[src/design/mfhp_pkg.sv]
// Shared types and codes for the MQTT fixed header parser.
package mfhp_pkg;

  localparam int LEN_W = 28;
  localparam int MAX_LENGTH_BYTES_DEF = 4;

  localparam logic [1:0] PH_FIRST   = 2'd0;
  localparam logic [1:0] PH_LENGTH  = 2'd1;
  localparam logic [1:0] PH_PAYLOAD = 2'd2;

  localparam logic [1:0] KIND_FIRST     = 2'd0;
  localparam logic [1:0] KIND_LENGTH    = 2'd1;
  localparam logic [1:0] KIND_PAYLOAD   = 2'd2;
  localparam logic [1:0] KIND_MALFORMED = 2'd3;

  localparam logic [7:0] TYPE_MASK  = 8'hF0;
  localparam logic [7:0] FLAGS_MASK = 8'h0F;
  localparam logic [7:0] GROUP_MASK = 8'h7F;
  localparam logic [7:0] CONT_BIT   = 8'h80;

  typedef struct packed {
    logic [7:0]       data_byte;
    logic [1:0]       byte_kind;
    logic [3:0]       packet_type;
    logic [3:0]       packet_flags;
    logic [LEN_W-1:0] remaining_length;
    logic             header_complete;
    logic             packet_end;
  } result_t;

endpackage

[src/design/mqtt_fixed_header_parser.sv]
// Top level of the MQTT fixed header parser.
//
//   channel  handshake              payload
//   -------  ---------------------  ------------------------------------------
//   input    src_valid / src_ready  in_byte
//   result   res_valid / res_ready  data_byte, byte_kind, packet_type,
//                                   packet_flags, remaining_length,
//                                   header_complete, packet_end
//
// One beat in, one beat out; a beat can be taken every cycle unless the result stalls.
// A beat is held in the input register, then decoded into the result register.
// The header state advances when a beat moves from the input to the result register.
// A stalled result holds; the input register still takes one beat behind it.
// Synchronous reset clears both stage valids and the header state.
module mqtt_fixed_header_parser
  import mfhp_pkg::*;
#(
  parameter int MAX_LENGTH_BYTES = MAX_LENGTH_BYTES_DEF
) (
  input  logic             clk,
  input  logic             rst,
  input  logic             src_valid,
  output logic             src_ready,
  input  logic [7:0]       in_byte,
  output logic             res_valid,
  input  logic             res_ready,
  output logic [7:0]       data_byte,
  output logic [1:0]       byte_kind,
  output logic [3:0]       packet_type,
  output logic [3:0]       packet_flags,
  output logic [LEN_W-1:0] remaining_length,
  output logic             header_complete,
  output logic             packet_end
);

  logic       item_valid;
  logic [7:0] item_byte;
  logic       advance;
  result_t    item_result;
  result_t    res;

  mfhp_in_stage u_in (
    .clk        (clk),
    .rst        (rst),
    .src_valid  (src_valid),
    .src_ready  (src_ready),
    .in_byte    (in_byte),
    .item_valid (item_valid),
    .item_byte  (item_byte),
    .advance    (advance)
  );

  mfhp_decode #(
    .MAX_LENGTH_BYTES (MAX_LENGTH_BYTES)
  ) u_decode (
    .clk       (clk),
    .rst       (rst),
    .advance   (advance),
    .item_byte (item_byte),
    .result    (item_result)
  );

  mfhp_out_stage u_out (
    .clk         (clk),
    .rst         (rst),
    .item_valid  (item_valid),
    .item_result (item_result),
    .advance     (advance),
    .res_valid   (res_valid),
    .res_ready   (res_ready),
    .res         (res)
  );

  assign data_byte        = res.data_byte;
  assign byte_kind        = res.byte_kind;
  assign packet_type      = res.packet_type;
  assign packet_flags     = res.packet_flags;
  assign remaining_length = res.remaining_length;
  assign header_complete  = res.header_complete;
  assign packet_end       = res.packet_end;

  a_rst_empty: assert property (@(posedge clk) rst |=> !res_valid && src_ready)
    else $error("pipeline not empty after reset");

  a_malformed_clean: assert property (@(posedge clk) disable iff (rst)
    res_valid && byte_kind == KIND_MALFORMED |-> !header_complete && !packet_end)
    else $error("malformed length beat marked complete or end");

  a_first_zero_len: assert property (@(posedge clk) disable iff (rst)
    res_valid && byte_kind == KIND_FIRST |-> remaining_length == '0 && !packet_end)
    else $error("first header beat with nonzero length or end mark");

  a_hdr_is_length: assert property (@(posedge clk) disable iff (rst)
    res_valid && header_complete |-> byte_kind == KIND_LENGTH)
    else $error("header complete on a non-length beat");

endmodule

[src/design/mfhp_in_stage.sv]
// Input register for the incoming byte stream.
module mfhp_in_stage (
  input  logic       clk,
  input  logic       rst,
  input  logic       src_valid,
  output logic       src_ready,
  input  logic [7:0] in_byte,
  output logic       item_valid,
  output logic [7:0] item_byte,
  input  logic       advance
);

  logic       valid;
  logic [7:0] held_byte;

  assign src_ready  = !valid || advance;
  assign item_valid = valid;
  assign item_byte  = held_byte;

  always_ff @(posedge clk) begin
    if (rst) begin
      valid <= 1'b0;
    end else if (src_ready) begin
      valid <= src_valid;
    end
  end

  always_ff @(posedge clk) begin
    if (src_valid && src_ready) begin
      held_byte <= in_byte;
    end
  end

endmodule

[src/design/mfhp_decode.sv]
// Header state and per-byte decode logic.
module mfhp_decode
  import mfhp_pkg::*;
#(
  parameter int MAX_LENGTH_BYTES = MAX_LENGTH_BYTES_DEF
) (
  input  logic       clk,
  input  logic       rst,
  input  logic       advance,
  input  logic [7:0] item_byte,
  output result_t    result
);

  logic [1:0]       phase, phase_next;
  logic [3:0]       held_type, held_type_next;
  logic [3:0]       held_flags, held_flags_next;
  logic [LEN_W-1:0] length_accumulator, length_accumulator_next;
  logic [1:0]       length_byte_index, length_byte_index_next;
  logic [LEN_W-1:0] payload_left, payload_left_next;

  logic [LEN_W-1:0] group;
  logic [4:0]       shift;
  logic [2:0]       idx_plus;
  logic [1:0]       kind;
  logic             hdr_done;
  logic             pkt_end;

  always_comb begin
    shift    = 5'(length_byte_index) * 5'd7;
    group    = LEN_W'(item_byte & GROUP_MASK) << shift;
    idx_plus = {1'b0, length_byte_index} + 3'd1;

    phase_next              = phase;
    held_type_next          = held_type;
    held_flags_next         = held_flags;
    length_accumulator_next = length_accumulator;
    length_byte_index_next  = length_byte_index;
    payload_left_next       = payload_left;
    kind                    = KIND_FIRST;
    hdr_done                = 1'b0;
    pkt_end                 = 1'b0;

    case (phase)
      PH_LENGTH: begin
        length_accumulator_next = length_accumulator + group;
        kind = KIND_LENGTH;
        if ((item_byte & CONT_BIT) != 8'd0) begin
          if (32'(idx_plus) >= 32'(MAX_LENGTH_BYTES)) begin
            kind       = KIND_MALFORMED;
            phase_next = PH_FIRST;
          end else begin
            length_byte_index_next = idx_plus[1:0];
          end
        end else begin
          hdr_done = 1'b1;
          if (length_accumulator_next == '0) begin
            pkt_end    = 1'b1;
            phase_next = PH_FIRST;
          end else begin
            payload_left_next = length_accumulator_next;
            phase_next        = PH_PAYLOAD;
          end
        end
      end
      PH_PAYLOAD: begin
        kind              = KIND_PAYLOAD;
        payload_left_next = payload_left - LEN_W'(1);
        if (payload_left_next == '0) begin
          pkt_end    = 1'b1;
          phase_next = PH_FIRST;
        end
      end
      default: begin
        held_type_next          = 4'((item_byte & TYPE_MASK) >> 4);
        held_flags_next         = 4'(item_byte & FLAGS_MASK);
        length_accumulator_next = '0;
        length_byte_index_next  = 2'd0;
        payload_left_next       = '0;
        phase_next              = PH_LENGTH;
      end
    endcase

    result.data_byte        = item_byte;
    result.byte_kind        = kind;
    result.packet_type      = held_type_next;
    result.packet_flags     = held_flags_next;
    result.remaining_length = length_accumulator_next;
    result.header_complete  = hdr_done;
    result.packet_end       = pkt_end;
  end

  always_ff @(posedge clk) begin
    if (rst) begin
      phase              <= PH_FIRST;
      held_type          <= 4'd0;
      held_flags         <= 4'd0;
      length_accumulator <= '0;
      length_byte_index  <= 2'd0;
      payload_left       <= '0;
    end else if (advance) begin
      phase              <= phase_next;
      held_type          <= held_type_next;
      held_flags         <= held_flags_next;
      length_accumulator <= length_accumulator_next;
      length_byte_index  <= length_byte_index_next;
      payload_left       <= payload_left_next;
    end
  end

endmodule

[src/design/mfhp_out_stage.sv]
// Result register toward the downstream consumer.
module mfhp_out_stage
  import mfhp_pkg::*;
(
  input  logic    clk,
  input  logic    rst,
  input  logic    item_valid,
  input  result_t item_result,
  output logic    advance,
  output logic    res_valid,
  input  logic    res_ready,
  output result_t res
);

  logic    valid;
  result_t held;

  assign advance   = item_valid && (!valid || res_ready);
  assign res_valid = valid;
  assign res       = held;

  always_ff @(posedge clk) begin
    if (rst) begin
      valid <= 1'b0;
    end else if (!valid || res_ready) begin
      valid <= item_valid;
    end
  end

  always_ff @(posedge clk) begin
    if (advance) begin
      held <= item_result;
    end
  end

endmodule
[config.mk]
export PLATFORM = sky130hd
export DESIGN_NAME = mqtt_fixed_header_parser
export DESIGN_NICKNAME = d
export VERILOG_FILES = /design/src/design/mfhp_pkg.sv /design/src/design/mqtt_fixed_header_parser.sv /design/src/design/mfhp_in_stage.sv /design/src/design/mfhp_decode.sv /design/src/design/mfhp_out_stage.sv
export SDC_FILE = /design/constraint.sdc
export NUM_CORES = 1
export LEC_CHECK = 0
export ABC_AREA = 1
export BUFFER_PORTS_ARGS = -buffer_cell sky130_fd_sc_hd__buf_2
export CAP_MARGIN = 40
export CORE_MARGIN = 8
export CORE_UTILIZATION = 56
export DETAILED_ROUTE_END_ITERATION = 8
export MAX_ROUTING_LAYER = met4
export PLACE_DENSITY = 0.78
export SKIP_LAST_GASP = 1
export SLEW_MARGIN = 5
export SYNTH_ARGS = -nofsm -noshare
export SYNTH_HDL_FRONTEND = slang
export SYNTH_SLANG_ARGS = --single-unit
[constraint.sdc]
create_clock -name clk -period 2.82 [get_ports clk]
set_input_delay 0.141 -clock clk [delete_from_list [all_inputs] [get_ports clk]]
set_output_delay 0.141 -clock clk [all_outputs]
set_load 0.02 [all_outputs]
==> results of run 1 <==
## through the flow
| stage | worst slack (ps) | area [sq um] |
|---|---|---|
| 6_report | -500 | 11900 |
| 5_1_grt | -619 | 11900 |
| 2_1_floorplan | -28.1 | 8840 |
| 3_3_place_gp | -404 | 10200 |
| 3_5_place_dp | -461 | 10200 |
| 4_1_cts | -324 | 11400 |
## tightest hold or removal path, delay by kind of cell
family | cells | cell delay (ps)
AO/OA/AOI/OAI | 1 | 70
buffers and inverters | 2 | 120
AND/OR/NAND/NOR | 1 | 70
## registers in the layout (all words and copies together), names as in the netlist
name,flops
u_decode.phase,2
u_decode.length_accumulator,28
u_out.res,48
u_decode.held_flags,4
u_decode.held_type,4
u_in.item_valid,1
u_decode.length_byte_index,2
u_decode.payload_left,28
u_in.item_byte,8
u_out.res_valid,1
## power groups by stage
stage	clock network [mW]	logic, mW	registers (mW)
6_report	2.05	1.58	2.11
5_1_grt	2.13	1.71	2.11
4_1_cts	2.04	1.39	2.10
3_5_place_dp	0	1.29	2.13
3_3_place_gp	0	1.27	2.13
2_1_floorplan	0	0.788	2.15
## final cells by class
type | instances | area [sq um]
Timing Repair Buffer | 235 | 1750
Antenna cell | 2 | 5.00
Clock buffer | 18 | 429
Sequential cell | 126 | 3090
Fill cell | 1044 | 3370
Tap cell | 211 | 264
Inverter | 208 | 792
Multi-Input combinational cell | 971 | 5440
Clock inverter | 14 | 111
## worst max path at each step
stage                                               startpoint                                      to  slack, ps  cells after the start
finish                             u_in.item_byte[3]$_DFFE_PP_  u_decode.payload_left[25]$_SDFFE_PP0P_       -500                     20
CTS                 u_decode.length_byte_index[1]$_SDFFE_PP0P_  u_decode.payload_left[25]$_SDFFE_PP0P_       -320                     23
detailed placement  u_decode.length_byte_index[1]$_SDFFE_PP0P_  u_decode.payload_left[25]$_SDFFE_PP0P_       -460                     20
global placement                   u_in.item_byte[4]$_DFFE_PP_   u_decode.payload_left[3]$_SDFFE_PP0P_       -400                     21
floorplan           u_decode.length_byte_index[1]$_SDFFE_PP0P_   u_decode.payload_left[0]$_SDFFE_PP0P_        -30                     23
global route        u_decode.length_byte_index[1]$_SDFFE_PP0P_   u_decode.payload_left[1]$_SDFFE_PP0P_       -620                     20
## synth_stat cells (2+ instances only)
cell	number	share of area (%)
buf_1	3	0.13
nand2_1	429	18
clkbuf_1	39	1.7
nor2_1	148	6.3
nand2_2	5	0.36
a21oi_1	60	3.4
inv_2	4	0.17
xor2_1	27	2.7
buf_6	3	0.38
buf_2	3	0.17
nand3_1	58	3.3
edfxtp_1	56	19
nor2_2	28	2.0
a211oi_1	4	0.34
buf_4	2	0.17
nand4_1	45	3.2
nand3b_1	6	0.51
clkinv_1	5	0.21
o21bai_1	2	0.17
o21ai_0	68	3.9
inv_1	199	8.5
nor3_1	34	1.9
xnor2_1	2	0.20
nor2_4	4	0.51
and2_1	7	0.50
ha_1	32	4.6
dfxtp_1	70	16
## layer usage
metal	track usage (%)	vias to the layer above	routed length [microns]
met5	-	-	0
li1	-	4701	-
met2	51.6	694	15700
met4	13.9	0	1590
met1	37.0	4703	12100
met3	6.28	158	3120
## cells by family (layout without fill, tap and decap cells)
kind of cell / after synthesis / in the layout / synth area share, %
other: 0 / 2 / 0
buffers and inverters: 258 / 475 / 11.4
flip-flops: 126 / 126 / 35.1
AO/OA/AOI/OAI: 136 / 136 / 7.98
XOR/XNOR: 29 / 29 / 2.89
AND/OR/NAND/NOR: 770 / 773 / 37.8
adder cells (fa/ha/maj): 33 / 33 / 4.79
## what timing repair did
| action | 4_1_cts | 5_1_grt |
|---|---|---|
| setup buffers | 19 | 17 |
| resized for setup | 86 | 113 |
| hold buffers | 9 | 0 |
| hold endpoints to repair | 9 | 0 |
| pin swaps | 33 | 61 |
| endpoints found under the setup margin | 44 | 60 |
| cloned | 3 | 1 |
==> results.ini, run 1 <==
[cells_and_area]
final_util_pct=77.9
syn_to_final_growth_pct=35.5
drive_gt1_share_pct=29.1
final_common_cell=nand2_1
nets=1604
fin_cells=1785
layout_common_cells=nand2_1 (376), inv_1 (177), buf_4 (148)

[route]
first_pass_iters=8
first_iter_violations=1234
drc=0
vias_per_cell=5.75
wl_per_cell_microns=18.2
antenna_left=0
drt_wl_total_microns=32500
vias=10256

[min_path]
hold_path.class=in2reg
hold_end=u_out.res_valid$_SDFFE_PP0P_
min_path_cells=4
min_from=res_ready

[critical_path]
r2r-start=u_in.item_byte[3]$_DFFE_PP_
worst-path-max-fanout=7
ff2ff_setup_slack_ps=-500
cp_top_family=simple AND/OR/NAND/NOR gates
crit_path_frequent_cell=nand2_1
path_buf_inv=4
cp-start-kind=register
slowest_stage=edfxtp_1
crit_required_ps=3150
worstSetupPathType=reg2reg
worstPathCellList=inv_2 -> buf_4 -> nor3_1 -> ha_1 -> nand2_1 -> nor3_2 -> and2_1 -> and2_1 -> nand2_1 -> nand2_1 -> nand2_1 -> nand2_1 -> nand2_1 -> nor2_4 -> nand4_4 -> buf_12 -> nand3_4 -> nand2_1 -> inv_1 -> nor2_2
endpoint_kind=register
arrival_ps=3650
r2r_end=u_decode.payload_left[25]$_SDFFE_PP0P_
worstRegToRegCells=20
slowest_delay_ps=430

[clock_network]
cts_buffer_depth=2
numCtsBuffers=17
cts_sinks=126
clk_pin_slew_ps=60
htree_levels=4
root_buffer=clkbuf_16
clk_latency_ps=430
cts_tree=done

[synth]
synth_cells=1352
async_flop_share_pct=0
avgSynthCellArea_sq_um=6.49
synth_ff_type=dfxtp_1
syn_area_sq_mm=0.00878
syn_nets=1397
yosysWarnings=0
ys_ff_latch=126
synth.distinct_cells=36
synth-seq-area-share_pct=35.1
synth_edf_count=56

[timing]
max_slew_margin_pct=49.4
skew_ps=7.16
min_period_over_period_pct=118
rsz0062_at_grt=true
hold_ws_ps=21.3
setup_slack_ps=-500
worst_slew_pin_slew_ps=755
finalSetupViolations=38
hold_viol=0
maxSlewViolCount=0
fmax_mhz=301
fin_setup_tns_ps=-14320
period_needed_ps=3320

[pwr]
p_sw_share_pct=34.4
total_power_mw=5.74
power.density_mw_per_mm2=483
pwr-share-clk_pct=35.8
p_seq_share_pct=36.7
p_comb_share_pct=27.6
p_leak_nw=5.71
peakVddDrop_mv=0.450
p_switching_mw=1.97
p_int_mw=3.77

[global_routing]
grt_first_pass_wirelength_microns=48300
antenna_found_initial=0
gr-total-overflow=0
grt_pass1_vias=9351
grt_util_all_layers_pct=31.5
grt_start_max_net_pins=47

[outcome]
violations=setup timing
run_status=finished with violations

[floorplanning]
dieArea_sq_mm=0.0199
die_w_microns=141
core_area_sq_mm=0.0153
boundaryPins=62
die_h_microns=141
std_cell_rows=45
start_util_pct=57.5

[flow_run]
cap_violations=0

[place]
place_inst=1704
dp_hpwl_microns=21100
gp_congestion=1.01
io_buffers=61

No activity file was read; power rests on OpenSTA's default activity.
==> run 2, diff against run 1 <==
SETUP_SLACK_MARGIN = 0.4   (was default)
==> results.ini, run 2 (synthesis gave the netlist of run 1 again) <==
[floorplanning]
die_w_microns=141  ; unchanged
die_h_microns=141  ; unchanged
dieArea_sq_mm=0.0199  ; unchanged
core_area_sq_mm=0.0153  ; unchanged
std_cell_rows=45  ; unchanged
boundaryPins=62  ; unchanged
start_util_pct=57.5  ; unchanged

[pwr]
pwr-share-clk_pct=36.8  ; +1.0 points
p_comb_share_pct=29.9  ; +2.3 points
power.density_mw_per_mm2=490  ; +1.5%
p_seq_share_pct=33.3  ; -3.4 points
peakVddDrop_mv=0.490  ; +9.1%
p_switching_mw=2.31  ; +17%
p_sw_share_pct=36.3  ; +1.9 points
p_int_mw=4.04  ; +7.3%
p_leak_nw=6.07  ; +6.4%

[route]
drc=8  ; +8
antenna_left=0  ; unchanged
vias_per_cell=6.48  ; +13%
first_pass_iters=9  ; +1
wl_per_cell_microns=24.3  ; +34%
vias=11641  ; +14%
first_iter_violations=2335  ; +89%
drt_wl_total_microns=43700  ; +34%

[clock_network]
clk_pin_slew_ps=60  ; about the same
root_buffer=clkbuf_16
cts_buffer_depth=2  ; unchanged
htree_levels=4  ; unchanged
cts_sinks=126  ; unchanged
numCtsBuffers=17  ; unchanged
cts_tree=done
clk_latency_ps=470  ; +40 ps

[cells_and_area]
final_common_cell=nand2_1
multiInputGateArea_sq_mm=0.00627  ; +15%
largest_reg_flops=48  ; unchanged
fill_cells=745  ; -29%
nets=1614  ; +0.62%
layout_common_cells=nand2_1 (330), inv_1 (170), buf_4 (152)
drive_gt1_share_pct=37.7  ; +8.6 points
fin_cells=1797  ; +0.67%
regArea_sq_mm=0.00309  ; -0.16%
syn_to_final_growth_pct=47.6
final_util_pct=84.9  ; +7.0 points

[timing]
worst_slew_pin_slew_ps=804  ; +49.2 ps
maxSlewViolCount=0  ; unchanged
fmax_mhz=265  ; -12%
period_needed_ps=3770  ; +451 ps
finalSetupViolations=60  ; +58%
setup_slack_ps=-951  ; -451 ps
hold_ws_ps=-12.8  ; -34.1 ps
hold_viol=1  ; +1
max_slew_margin_pct=46.1  ; -3.3 points
skew_ps=24.9  ; +17.7 ps
min_period_over_period_pct=134  ; +16 points
rsz0062_at_grt=true

[critical_path]
crit_required_ps=3210  ; +60 ps
cp-start-kind=register
ff2ff_setup_slack_ps=-950  ; -450 ps
arrival_ps=4160  ; +510 ps
endpoint_kind=register
worstSetupPathType=reg2reg
worst-path-max-fanout=6  ; -1

[place]
dp_hpwl_microns=20700  ; -2.0%
io_buffers=61  ; unchanged
place_inst=1702  ; -0.12%
gp_congestion=1.04  ; +2.5%

[flow_run]
cap_violations=0  ; unchanged

[global_routing]
grt_util_all_layers_pct=33.6  ; +2.1 points
grt_pass1_vias=9977  ; +6.7%
antenna_found_initial=4  ; +4
grt_start_max_net_pins=49  ; +4.3%
gr-total-overflow=0  ; unchanged
grt_first_pass_wirelength_microns=51300  ; +6.3%

[min_path]
hold_path.class=in2reg

[outcome]
run_status=finished with violations
violations=DRC, hold timing, setup timing

[run 2: cell count changes in the layout (fill, tap and decap cells not counted), moves of 14 or more]
cell	before	now
nand2_4	6	21
a21oi_1	45	30
nor2_1	135	120
nand2_2	52	81
nand3_1	48	32
nor3_4	10	24
nand2_1	376	330
[run 2: timing repair]
| item | in CTS | in global routing |
|---|---|---|
| pin swaps | 44 | 99 |
| buffers inserted | 29 | 15 |
| hold buffers | 8 | 0 |
| endpoints found under the hold margin | 8 | 0 |
| setup endpoints to repair | 74 | 81 |
| resized for setup | 142 | 243 |
| gates cloned | 5 | 1 |
[run 2: metal layers]
metal	GRT usage, %	wire (microns)
met4	21.2	4110
met2	52.4	18700
met5	-	0
met3	9.32	6990
met1	37.8	13900
[run 2: final timing paths]
path / start / to / cells past startpoint
worst max-delay path: u_decode.length_byte_index[1]$_SDFFE_PP0P_ / u_decode.payload_left[0]$_SDFFE_PP0P_ / 24
worst min-delay path: src_valid / u_in.item_valid$_SDFFE_PP0N_ / 3
worst max register to register: u_decode.length_byte_index[1]$_SDFFE_PP0P_ / u_decode.payload_left[0]$_SDFFE_PP0P_ / 24
worst min register to register: u_decode.held_type[3]$_SDFFE_PP0P_ / u_decode.held_type[3]$_SDFFE_PP0P_ / 2
[run 2: power groups by stage]
stage          Combinational, mW  Sequential (mW)  Clock [mW]
6_report                    1.90             2.12        2.34
5_1_grt                     1.98             2.12        2.38
4_1_cts                     1.45             2.09        2.25
3_5_place_dp                1.27             2.13           0
2_1_floorplan              0.788             2.15           0
3_3_place_gp                1.25             2.12           0
[run 2: layout make-up]
class | instances | area share, %
multi-input cells | 971 | 48.4
flip-flops and latches | 126 | 23.8
repair buffers | 245 | 15.0
inverters | 208 | 6.16
clock buffers | 18 | 3.31
well taps | 211 | 2.04
clock inverters | 14 | 1.24
diodes | 4 | 0.0773
[run 2: stage by stage]
| stage | total power [mW] | hold WS (ps) | instance area (sq um) | TNS, ps | worst slack, ps |
|---|---|---|---|---|---|
| after global placement | 3.37 | 318 | 10200 | -11690 | -430 |
| after detailed placement | 3.40 | 319 | 10200 | -12160 | -451 |
| final | 6.35 | -12.8 | 13000 | -35000 | -951 |
| after floorplan | 2.94 | 240 | 8840 | -484 | -24.2 |
| after CTS | 5.79 | 4.39 | 11700 | -8810 | -324 |
| after global routing | 6.48 | 21.4 | 13000 | -41890 | -1050 |
[run 2: critical path: stages (launching register included)]
cell        delay, ps
dfxtp_2           350
buf_12            130
clkinvlp_4        140
buf_12            190
buf_16            160
nor3_4            290
ha_4              280
nand2_4            90
nor2_4            110
nand2_1           110
nor2_2            120
nand2_2           140
nand3_1           160
nand2_1           110
nand2_1           150
nand2_1           120
inv_2              70
nand2_2            60
nor2_4            160
nand4_4           130
buf_6             170
buf_16            130
nand4_1            80
nand2_1            90
nor2_2            120
